`src/hw/rtl/ntc_tlc_pkg.sv`:
```
package ntc_tlc_pkg;

	localparam int SampleW    = 12;
	localparam int TempW      = 7;
	localparam int CountW     = 8;
	localparam int CfgIdxW    = 3;
	localparam int CfgDataW   = 12;
	localparam int RomAddrW   = 8;
	localparam int RomEntries = 100;
	localparam int TableSize  = 100;

	localparam logic [SampleW-1:0] FilterReset = 12'd2200;
	localparam logic [TempW-1:0]   OpenTemp    = 7'd56;
	localparam logic [TempW-1:0]   MaxTemp     = 7'd99;

	localparam logic [SampleW-1:0] ShortThrReset = 12'd100;
	localparam logic [SampleW-1:0] OpenThrReset  = 12'd4000;
	localparam logic [SampleW-1:0] WaterThrReset = 12'd2048;
	localparam logic [CountW-1:0]  WaterCntReset = 8'd16;
	localparam logic [CountW-1:0]  WaterMinReset = 8'd8;

	localparam logic [CfgIdxW-1:0] RegShortThr = 3'd0;
	localparam logic [CfgIdxW-1:0] RegOpenThr  = 3'd1;
	localparam logic [CfgIdxW-1:0] RegWaterThr = 3'd2;
	localparam logic [CfgIdxW-1:0] RegWaterCnt = 3'd3;
	localparam logic [CfgIdxW-1:0] RegWaterMin = 3'd4;

	localparam logic ReqTemp  = 1'b0;
	localparam logic ReqLevel = 1'b1;

	localparam logic [SampleW-1:0] NtcRom [RomEntries] = '{
		12'd3974, 12'd3968, 12'd3962, 12'd3955, 12'd3949, 12'd3942, 12'd3935, 12'd3927,
		12'd3919, 12'd3911, 12'd3901, 12'd3892, 12'd3882, 12'd3873, 12'd3863, 12'd3853,
		12'd3842, 12'd3831, 12'd3820, 12'd3808, 12'd3795, 12'd3782, 12'd3768, 12'd3753,
		12'd3738, 12'd3723, 12'd3707, 12'd3692, 12'd3677, 12'd3663, 12'd3650, 12'd3633,
		12'd3616, 12'd3599, 12'd3580, 12'd3560, 12'd3539, 12'd3517, 12'd3495, 12'd3471,
		12'd3448, 12'd3424, 12'd3400, 12'd3376, 12'd3353, 12'd3332, 12'd3306, 12'd3281,
		12'd3255, 12'd3229, 12'd3202, 12'd3176, 12'd3149, 12'd3122, 12'd3094, 12'd3066,
		12'd3037, 12'd3007, 12'd2977, 12'd2945, 12'd2912, 12'd2881, 12'd2849, 12'd2817,
		12'd2784, 12'd2751, 12'd2718, 12'd2684, 12'd2650, 12'd2616, 12'd2582, 12'd2548,
		12'd2514, 12'd2480, 12'd2447, 12'd2413, 12'd2381, 12'd2349, 12'd2317, 12'd2285,
		12'd2253, 12'd2221, 12'd2189, 12'd2157, 12'd2124, 12'd2091, 12'd2058, 12'd2024,
		12'd1990, 12'd1955, 12'd1919, 12'd1885, 12'd1853, 12'd1821, 12'd1790, 12'd1759,
		12'd1728, 12'd1698, 12'd1668, 12'd1638
	};

	typedef struct packed {
		logic               req_type;
		logic [SampleW-1:0] sample;
	} req_t;

	typedef struct packed {
		logic [TempW-1:0] temperature;
		logic             short_fault;
		logic             open_fault;
		logic             kettle_present;
		logic             level_test_active;
		logic             water_low;
		logic             pad_timer_reload;
	} rsp_t;

	typedef enum logic [1:0] {
		StIdle,
		StEval,
		StSearch,
		StDone
	} state_t;

	// entries past the stored table read as zero
	function automatic logic [SampleW-1:0] rom_read(input logic [RomAddrW-1:0] addr);
		logic [SampleW-1:0] data;
		data = '0;
		if (addr < RomAddrW'(RomEntries)) begin
			data = NtcRom[addr[6:0]];
		end
		return data;
	endfunction

endpackage

```
`src/hw/rtl/ntc_tlc_search.sv`:
```
module ntc_tlc_search
	import ntc_tlc_pkg::*;
#(
	parameter int TABLE_SIZE = TableSize,
	localparam int IdxW = $clog2(TABLE_SIZE)
) (
	input  logic               clk,
	input  logic               arst_n,
	input  logic               start,
	input  logic [SampleW-1:0] value,
	output logic               done,
	output logic [IdxW-1:0]    index
);

	localparam logic [IdxW-1:0] HiInit  = IdxW'(TABLE_SIZE - 1);
	localparam logic [IdxW-1:0] MidInit = IdxW'((TABLE_SIZE - 1) / 2);

	logic               busy_q;
	logic [SampleW-1:0] value_q;
	logic [IdxW-1:0]    lo_q, hi_q, mid_q;
	logic [IdxW-1:0]    lo_d, hi_d;
	logic [IdxW:0]      sum_d;
	logic [SampleW-1:0] entry;
	logic               lt, gt;

	assign entry = rom_read(RomAddrW'(mid_q));
	assign lt    = value_q < entry;
	assign gt    = value_q > entry;
	assign done  = busy_q && ((lo_q == hi_q) || (!lt && !gt));
	assign index = mid_q;

	always_comb begin
		lo_d = lo_q;
		hi_d = hi_q;
		if (lt) begin
			lo_d = mid_q + IdxW'(1);
		end else if (gt) begin
			hi_d = mid_q;
		end
		sum_d = {1'b0, lo_d} + {1'b0, hi_d};
	end

	always_ff @(posedge clk or negedge arst_n) begin
		if (!arst_n) begin
			busy_q <= 1'b0;
		end else if (start) begin
			busy_q <= 1'b1;
		end else if (done) begin
			busy_q <= 1'b0;
		end
	end

	always_ff @(posedge clk) begin
		if (start) begin
			value_q <= value;
			lo_q    <= '0;
			hi_q    <= HiInit;
			mid_q   <= MidInit;
		end else if (busy_q && !done) begin
			lo_q  <= lo_d;
			hi_q  <= hi_d;
			mid_q <= sum_d[IdxW:1];
		end
	end

endmodule

```
`src/hw/rtl/ntc_temperature_and_level_check_core.sv`:
```
// NTC temperature and water-level check. Each transaction on req carries one
// 12-bit ADC sample tagged as temperature or water level and produces exactly
// one transaction on rsp with the updated status. Level samples and faulted
// temperature samples pass through StEval and StDone before rsp_valid
// rises. A valid temperature sample also passes through StSearch between
// them, a binary search over the NTC table with one table compare per cycle
// in the search unit. req_stall stays high from acceptance until the result
// is loaded into the rsp register, so the next request is accepted in the
// cycle after that load at the earliest. A waiting result does not block the
// next request. Registers are written on cfg only while the block is idle;
// cfg_ready is high in that state. Unknown register indexes are ignored.
module ntc_temperature_and_level_check_core
	import ntc_tlc_pkg::*;
#(
	parameter int TABLE_SIZE = TableSize
) (
	input  logic                clk,
	input  logic                arst_n,
	input  logic                req_valid,
	output logic                req_stall,
	input  req_t                req,
	output logic                rsp_valid,
	input  logic                rsp_stall,
	output rsp_t                rsp,
	input  logic                cfg_valid,
	output logic                cfg_ready,
	input  logic [CfgIdxW-1:0]  cfg_index,
	input  logic [CfgDataW-1:0] cfg_data
);

	localparam int IdxW = $clog2(TABLE_SIZE);
	localparam int ExtW = IdxW + TempW;

	state_t state_q, state_d;

	logic [SampleW-1:0] short_thr_q, open_thr_q, water_thr_q;
	logic [CountW-1:0]  water_cnt_q, water_min_q;

	logic               kind_q;
	logic [SampleW-1:0] x_q;
	logic [SampleW-1:0] filt_q;
	logic [TempW-1:0]   temp_q;
	logic               present_q, short_q, open_q, active_q, low_q, reload_q;
	logic [CountW-1:0]  lvl_cnt_q, low_cnt_q;
	logic               rsp_valid_q;
	rsp_t               rsp_q;

	logic               req_acc, out_free, search_start, search_done;
	logic [IdxW-1:0]    search_idx;
	logic [ExtW-1:0]    idx_ext;
	logic [TempW-1:0]   temp_found;
	logic [SampleW+2:0] filt_sum;
	logic [SampleW-1:0] filt_new;
	logic [CountW-1:0]  lvl_cnt_inc, low_cnt_inc;
	logic               is_short, is_open;

	assign req_stall = (state_q != StIdle);
	assign req_acc   = req_valid && !req_stall;
	assign cfg_ready = (state_q == StIdle);
	assign out_free  = !rsp_valid_q || !rsp_stall;
	assign rsp_valid = rsp_valid_q;
	assign rsp       = rsp_q;

	assign is_short = (x_q <= short_thr_q);
	assign is_open  = (x_q >= open_thr_q);

	// f = (7f + x) / 8
	assign filt_sum = {filt_q, 3'b000} - {3'b000, filt_q} + {3'b000, x_q};
	assign filt_new = filt_sum[SampleW+2:3];

	assign lvl_cnt_inc = lvl_cnt_q + CountW'(1);
	assign low_cnt_inc = (x_q >= water_thr_q) ? low_cnt_q + CountW'(1) : low_cnt_q;

	assign search_start = (state_q == StEval) && (kind_q == ReqTemp) && !is_short && !is_open;

	assign idx_ext    = ExtW'(search_idx);
	assign temp_found = (idx_ext > ExtW'(MaxTemp)) ? MaxTemp : TempW'(search_idx);

	ntc_tlc_search #(
		.TABLE_SIZE(TABLE_SIZE)
	) u_search (
		.clk   (clk),
		.arst_n(arst_n),
		.start (search_start),
		.value (filt_new),
		.done  (search_done),
		.index (search_idx)
	);

	always_ff @(posedge clk or negedge arst_n) begin
		if (!arst_n) begin
			state_q <= StIdle;
		end else begin
			state_q <= state_d;
		end
	end

	always_comb begin
		state_d = state_q;
		case (state_q)
			StIdle: begin
				if (req_acc) begin
					state_d = StEval;
				end
			end
			StEval: begin
				state_d = search_start ? StSearch : StDone;
			end
			StSearch: begin
				if (search_done) begin
					state_d = StDone;
				end
			end
			StDone: begin
				if (out_free) begin
					state_d = StIdle;
				end
			end
			default: state_d = StIdle;
		endcase
	end

	always_ff @(posedge clk or negedge arst_n) begin
		if (!arst_n) begin
			short_thr_q <= ShortThrReset;
			open_thr_q  <= OpenThrReset;
			water_thr_q <= WaterThrReset;
			water_cnt_q <= WaterCntReset;
			water_min_q <= WaterMinReset;
		end else if (cfg_valid && cfg_ready) begin
			case (cfg_index)
				RegShortThr: short_thr_q <= cfg_data;
				RegOpenThr:  open_thr_q  <= cfg_data;
				RegWaterThr: water_thr_q <= cfg_data;
				RegWaterCnt: water_cnt_q <= cfg_data[CountW-1:0];
				RegWaterMin: water_min_q <= cfg_data[CountW-1:0];
				default: ;
			endcase
		end
	end

	always_ff @(posedge clk) begin
		if (req_acc) begin
			kind_q <= req.req_type;
			x_q    <= req.sample;
		end
	end

	always_ff @(posedge clk or negedge arst_n) begin
		if (!arst_n) begin
			filt_q    <= FilterReset;
			temp_q    <= '0;
			present_q <= 1'b0;
			short_q   <= 1'b0;
			open_q    <= 1'b0;
			active_q  <= 1'b0;
			low_q     <= 1'b0;
			reload_q  <= 1'b0;
			lvl_cnt_q <= '0;
			low_cnt_q <= '0;
		end else begin
			if (req_acc) begin
				reload_q <= 1'b0;
			end
			if (state_q == StEval) begin
				if (kind_q == ReqTemp) begin
					if (is_short) begin
						short_q   <= 1'b1;
						open_q    <= 1'b0;
						present_q <= 1'b0;
						reload_q  <= 1'b1;
					end else if (is_open) begin
						short_q   <= 1'b0;
						open_q    <= 1'b1;
						present_q <= 1'b0;
						temp_q    <= OpenTemp;
						reload_q  <= 1'b1;
					end else begin
						short_q   <= 1'b0;
						open_q    <= 1'b0;
						present_q <= 1'b1;
						filt_q    <= filt_new;
						if (!present_q) begin
							active_q  <= 1'b1;
							lvl_cnt_q <= '0;
							low_cnt_q <= '0;
							reload_q  <= 1'b1;
						end
					end
				end else if (active_q) begin
					if (lvl_cnt_inc >= water_cnt_q) begin
						low_q     <= (low_cnt_inc >= water_min_q);
						active_q  <= 1'b0;
						lvl_cnt_q <= '0;
						low_cnt_q <= '0;
					end else begin
						lvl_cnt_q <= lvl_cnt_inc;
						low_cnt_q <= low_cnt_inc;
					end
				end
			end
			if ((state_q == StSearch) && search_done) begin
				temp_q <= temp_found;
			end
		end
	end

	always_ff @(posedge clk or negedge arst_n) begin
		if (!arst_n) begin
			rsp_valid_q <= 1'b0;
		end else if ((state_q == StDone) && out_free) begin
			rsp_valid_q <= 1'b1;
		end else if (!rsp_stall) begin
			rsp_valid_q <= 1'b0;
		end
	end

	always_ff @(posedge clk) begin
		if ((state_q == StDone) && out_free) begin
			rsp_q.temperature       <= temp_q;
			rsp_q.short_fault       <= short_q;
			rsp_q.open_fault        <= open_q;
			rsp_q.kettle_present    <= present_q;
			rsp_q.level_test_active <= active_q;
			rsp_q.water_low         <= low_q;
			rsp_q.pad_timer_reload  <= reload_q;
		end
	end

endmodule

```
`config.mk`:
```
export PLATFORM = sky130hd
export DESIGN_NAME = ntc_temperature_and_level_check_core
export DESIGN_NICKNAME = d
export VERILOG_FILES = /design/src/hw/rtl/ntc_tlc_pkg.sv /design/src/hw/rtl/ntc_tlc_search.sv /design/src/hw/rtl/ntc_temperature_and_level_check_core.sv
export SDC_FILE = /design/constraint.sdc
export NUM_CORES = 1
export LEC_CHECK = 0
export BUFFER_PORTS_ARGS = -buffer_cell sky130_fd_sc_hd__buf_2
export CORE_ASPECT_RATIO = 1.4
export CORE_MARGIN = 5
export CORE_UTILIZATION = 40
export DETAILED_ROUTE_END_ITERATION = 6
export PLACE_DENSITY = 0.64
export SYNTH_ARGS = -nofsm -noshare
export SYNTH_HDL_FRONTEND = slang
export SYNTH_SLANG_ARGS = --single-unit
```
`constraint.sdc`:
```
create_clock -name clk -period 8 [get_ports clk]
set_input_delay 0.4 -clock clk [delete_from_list [all_inputs] [get_ports clk]]
set_output_delay 0.4 -clock clk [all_outputs]
set_load 0.02 [all_outputs]
```
==> results of run 1 <==
[metrics by stage]
step / instances / worst slack, ps / area (um2)
2_1_floorplan: 1104 / 2692 / 10340
3_3_place_gp: 1432 / 1963 / 10870
3_5_place_dp: 1432 / 1840 / 10870
4_1_cts: 1465 / 1826 / 11470
5_1_grt: 1465 / 1208 / 11470
6_report: 1465 / 1754 / 11470
[state kept, by name, summed over array words and instances (netlist names), 8 cells and up]
signal            count
open_thr_q           12
filt_q               12
water_min_q           8
x_q                  12
u_search.value_q     12
water_thr_q          12
short_thr_q          12
water_cnt_q           8
lvl_cnt_q             8
rsp                  13
low_cnt_q             8
[timing repair]
item	4_1_cts	5_1_grt
endpoints found under the hold margin	33	0
setup endpoints to repair	0	0
hold buffers	1	0
resized for setup	0	0
[per-layer routing]
metal	GRT usage	up-vias
li1	-	3962
met1	0.1964	3874
met2	0.3104	176
met3	0.02441	57
met4	0.06585	0
met5	0	-
[worst max-delay path: cells and delay by family (launching register included)]
family                   cells  cell delay (ps)
multiplexers                 2              570
AO/OA/AOI/OAI               12             2280
flip-flops                   1              850
XOR/XNOR                     1              160
adder cells (fa/ha/maj)      3             1290
buffers and inverters        1              400
AND/OR/NAND/NOR              5              590
[final timing paths]
check,startpoint,end
worst min-delay path,req[1],x_q[1]
min in group asynchronous,arst_n,filt_q[10]
worst min register to register,temp_q[1],rsp[7]
worst max register to register,u_search.index[1],u_search.index[5]
max in group asynchronous,arst_n,low_q
worst max-delay path,u_search.index[1],u_search.index[5]
[cell type report]
| type | instances | area [um2] |
|---|---|---|
| Inverter | 112 | 420.4 |
| Sequential cell | 156 | 4010 |
| Tap cell | 319 | 399.1 |
| Multi-Input combinational cell | 785 | 5708 |
| Timing Repair Buffer | 61 | 342.8 |
| Fill cell | 2414 | 14000 |
| Clock inverter | 14 | 158.9 |
| Clock buffer | 18 | 429.2 |
[layout by cell type, fill, tap and decap left out, drive strengths merged, types with 4 or more instances in the layout]
cell type	n
nor2b	9
a211o	7
clkbuf	18
dfxtp	21
o211ai	11
nand4	12
nor2	78
clkinv	5
a21oi	76
o311ai	4
inv	118
edfxtp	38
and3	6
dfstp	16
a31oi	19
buf	60
xnor2	27
nand2b	14
nand2	105
a2111oi	5
a221oi	4
and2	4
o21ai	85
mux2	44
a31o	5
xor2	13
a21o	20
nor3	21
a211oi	13
a22o	7
ha	104
fa	10
dfrtp	81
nand3	21
mux2i	17
[cell families (layout without fill, tap and decap cells)]
family                     Yosys count  count (layout)  share of synthesized area
buffers and inverters              163             205                    0.06098
xor gates and xnor gates            40              40                    0.03388
adders and majority gates          114             114                     0.1452
and+or+nand+nor                    284             284                     0.1278
muxes                               63              63                    0.06872
AOI/OAI and AO/OA                  284             284                     0.1758
DFF                                156             156                     0.3877
==> flow_summary.toml, run 1 <==
[timing]
fmax_mhz = 160.1
final.min_clock_period_ps = 6246
holdWs_ps = 145.8
tns_ps = 0
finalSetupViolCount = 0
skew_ps = 9.898
final-hold-violation-count = 0
worst_pin_slew_ps = 1131
rsz0062_at_grt = "false"
relSlewSlack = 0.2445
drv_slew = 0
finalCritPeriodShare = 0.7807

[global_routing]
grt_pass1_wl_um = 40710
grt_max_degree = 56
antenna_found_initial = 0
grt_pass1_vias = 8109
grt_remaining_overflow = 0
track_usage = 0.1688

[synthesis]
synth_largest_area_cell = "dfrtp_1"
synth_warnings = 0
synth_area_leaders = "dfrtp_1, ha_1, edfxtp_1, mux2_2, dfstp_2"
synth_top_area_share = 0.1960
synthArstFlopShare = 0.6218
syn-num-nets = 1251
synth_cell_type_count = 77
synthCells = 1104
synth.most_common_cell = "inv_1"
synth_enable_flop_cells = 38
synth_flop_cell = "dfrtp_1"
ys_ff_latch = 156
syn_avg_cell_area_um2 = 9.367
yosys-top-cells-count = "inv_1, nand2_1, ha_1"
synthesis.area_mm2 = 0.01034
ys_seq_area_frac = 0.3877

[floorplanning]
die_x_um = 145.9
die_area_mm2 = 0.02921
die_y_um = 200.2
core_area_mm2 = 0.02547
num_rows = 69
start_util = 0.4060
io_pins = 49

[setup_path]
endpoint_kind = "register"
critPathArrivalTime_ps = 6560
ff2ff_path_depth = 24
path_class = "register to register"
cpMaxStageDelayCell = "dfxtp_1"
start_kind = "register"
worstPathCellList = "inv_1, ha_1, nor2_1, mux2i_1, a21oi_1, o21ai_0, o31ai_1, a21oi_1, o21ai_0, ha_1, nor2b_1, o211ai_1, a211o_1, a31oi_1, mux2_2, ha_1, nor2b_1, o21ai_0, nand2b_1, a21o_1, a21oi_1, xor2_1, nor2_1, a211o_1"
rrSetupSlack_ps = 1750
max_stage_delay_ps = 850
crit_required_ps = 8310
cp_max_fo = 20

[route]
via_per_inst = 5.508
dr_wl_met3_um = 806
dr.pass1.iters = 5
postRouteAntennaNets = 0
vias = 8069
routedWlPerCell_um = 16.49
routed_wl_um = 24160
wl_met2_um = 12770
drt-initial-drc-count = 556
drc = 0
topRoutingLayerUsed = "met4"
drt-met1-wl_um = 9787

[cts]
ctsRootBufferMaster = "clkbuf_16"
cts_tree = "yes"
cts_buffers = 17
htree_levels = 4
cts_setup_buffers = 0
cts.sinks = 156
clockBufferDepth = 2
insertion_delay_ps = 430
cts.clk_slew.worst_paths_ps = 70

[place]
hpwl_um = 17870
gp_congestion = 0.8930
io_buffer_count = 48

[final_layout]
final_util = 0.4503
nNetsFinal = 1280
syn_to_final_growth_pct = 10.90
antenna_cells = 0
drive_gt1_frac = 0.1492

[min_path]
holdCritPathClass = "input port to register"
min_path_cells = 1

[run]
cap_violations = 0

[status]
outcome = "finished, final reports clean"
Power of run 1 is left out: the tool's default activity adds up to more than one toggle a clock period on the data nets, which glitch-free logic cannot reach.
==> inputs of run 2 (changes only) <==
Clock period 8 ns to 6.45 ns, I/O delays scaled along.
==> run 2 against run 1 <==
Routed wire length down 0.64%. Utilization grew 0.13 points. Sequential share of layout area shrank 0.10 points. Critical path depth is 1 lower. Maximum frequency is 21% higher. Via count rose by 0.24%. Die area unchanged. Global-route usage fell by 0.16 points. Non-clock buffer count up 8. Worst hold slack worse by 77 ps. Clock skew shrank 3.4 ps. Count of clock-buffer cells in the layout increased by 2. Critical endpoint unchanged.
==> flow_summary.toml, run 2 (synthesized netlist as in run 1, its figures left out) <==
[floorplanning]
start_util = 0.4060
die_x_um = 145.9
num_rows = 69
io_pins = 49
core_area_mm2 = 0.02547
die_y_um = 200.2
die_area_mm2 = 0.02921

[place]
hpwl_um = 17870
io_buffer_count = 48
dp_cells = 1440
gp_congestion = 0.9168

[cts]
cts.clk_slew.worst_paths_ps = 60
cts.sinks = 156
insertion_delay_ps = 430
htree_levels = 4
cts_tree = "yes"
clockBufferDepth = 2
cts_buffers = 17
ctsRootBufferMaster = "clkbuf_16"

[timing]
rsz0062_at_grt = "false"
skew_ps = 6.534
drv_slew = 0
relSlewSlack = 0.2381
finalSetupViolCount = 0
final-hold-violation-count = 0
tns_ps = 0
worst_pin_slew_ps = 1140
final.min_clock_period_ps = 5162
fmax_mhz = 193.7
finalCritPeriodShare = 0.8003

[setup_path]
endpoint_kind = "register"
endpoint = "u_search.index[5]"
cpMaxStageDelayCell = "dfxtp_2"
path_class = "register to register"
rrSetupSlack_ps = 1290
worstPathCellList = "buf_4, nor2_1, mux2i_1, a21oi_1, o21ai_0, o31ai_1, a21oi_1, o21ai_0, ha_1, nor2b_1, o211ai_1, a211o_1, a31oi_1, mux2_2, ha_1, nor2b_1, o21ai_0, nand2b_1, a21o_1, a21oi_1, xor2_1, nor2_1, a211o_1"
worstSetupStartpoint = "u_search.index[3]"
max_stage_delay_ps = 680
worstReg2RegStart = "u_search.index[3]"
cp_max_fo = 28
r2r-end = "u_search.index[5]"
crit_buf_inv = 1
critPathArrivalTime_ps = 5480
crit_required_ps = 6770
cp_top_family = "compound AO/OA/AOI/OAI gates"
ff2ff_path_depth = 23
start_kind = "register"
cp.depth = 23

[final_layout]
drive_gt1_frac = 0.1534
final_cell_mix = "inv_1, nand2_1, ha_1"
largest_register_ffs = 13
multiInputGateArea_mm2 = 0.005708
syn_to_final_growth_pct = 11.23
antenna_cells = 0
fillCellCount = 2394
final_common_cell = "inv_1"
nNetsFinal = 1288
final_cells = 1473
seq_area_mm2 = 0.004010

[status]
outcome = "finished, final reports clean"

[route]
drc = 0
dr.pass1.iters = 5
vias = 8088
postRouteAntennaNets = 0
routed_wl_um = 24000
drt-initial-drc-count = 518
via_per_inst = 5.491
routedWlPerCell_um = 16.30

[run]
cap_violations = 0

[global_routing]
grt_pass1_wl_um = 40110
grt_max_degree = 62
antenna_found_initial = 0
track_usage = 0.1672
grt_remaining_overflow = 0
grt_pass1_vias = 8086

[min_path]
holdCritPathClass = "input port to register"
==> run 2: cell types whose count changed in the layout (fill, tap and decap cells not counted), sizes merged <==
cell,change
clkbuf,+2
buf,+8
inv,-7
clkinvlp,+4
clkinv,+1
==> run 2: worst reg2reg max path, stage by stage, from the launching register on <==
cell,delay [ps]
dfxtp_2,680
buf_4,400
nor2_1,130
mux2i_1,150
a21oi_1,80
o21ai_0,160
o31ai_1,100
a21oi_1,190
o21ai_0,130
ha_1,310
nor2b_1,130
o211ai_1,90
a211o_1,320
a31oi_1,240
mux2_2,370
ha_1,340
nor2b_1,160
o21ai_0,150
nand2b_1,110
a21o_1,180
a21oi_1,160
xor2_1,160
nor2_1,50
a211o_1,260
==> run 2: routing by layer <==
metal / track usage / wire length [um]
met1: 0.1835 / 9580
met2: 0.3131 / 12930
met3: 0.03142 / 831
met4: 0.06857 / 667
met5: 0 / 0
==> run 2: cell type report <==
class | instances | area share
multi-input cells | 785 | 0.4962
flip-flops and latches | 156 | 0.3486
clock buffers | 20 | 0.03796
inverters | 112 | 0.03655
repair buffers | 69 | 0.03503
well taps | 319 | 0.03470
clock inverters | 12 | 0.01088
==> run 2: how the worst min path moves through the flow <==
stage | startpoint | end | slack, ps | cells past startpoint
2_1_floorplan | arst_n | active_q | 30 | 0
3_3_place_gp | arst_n | short_thr_q[10] | 340 | 1
3_5_place_dp | arst_n | short_thr_q[10] | 330 | 1
4_1_cts | req[1] | x_q[1] | 50 | 1
5_1_grt | req[5] | x_q[5] | 50 | 1
6_report | req[5] | x_q[5] | 70 | 1
==> run 2: per-stage QoR <==
stage,hold WS [ps],worst slack [ps],area (um2),utilization
after global routing,47.36,856.1,11500,0.4516
after CTS,47.05,1321,11500,0.4516
after global placement,336.3,1358,10930,0.4292
after floorplan,26.91,1142,10340,-
final,68.62,1288,11500,0.4516
after detailed placement,329.4,1353,10930,0.4292
==> run 2: timing repair <==
action / in CTS / in global routing
endpoints found under the hold margin: 25 / 0
hold buffers: 1 / 0
gates resized for setup: 0 / 0
buffers inserted: 0 / 0
Power of run 2 is left out for the same reason.
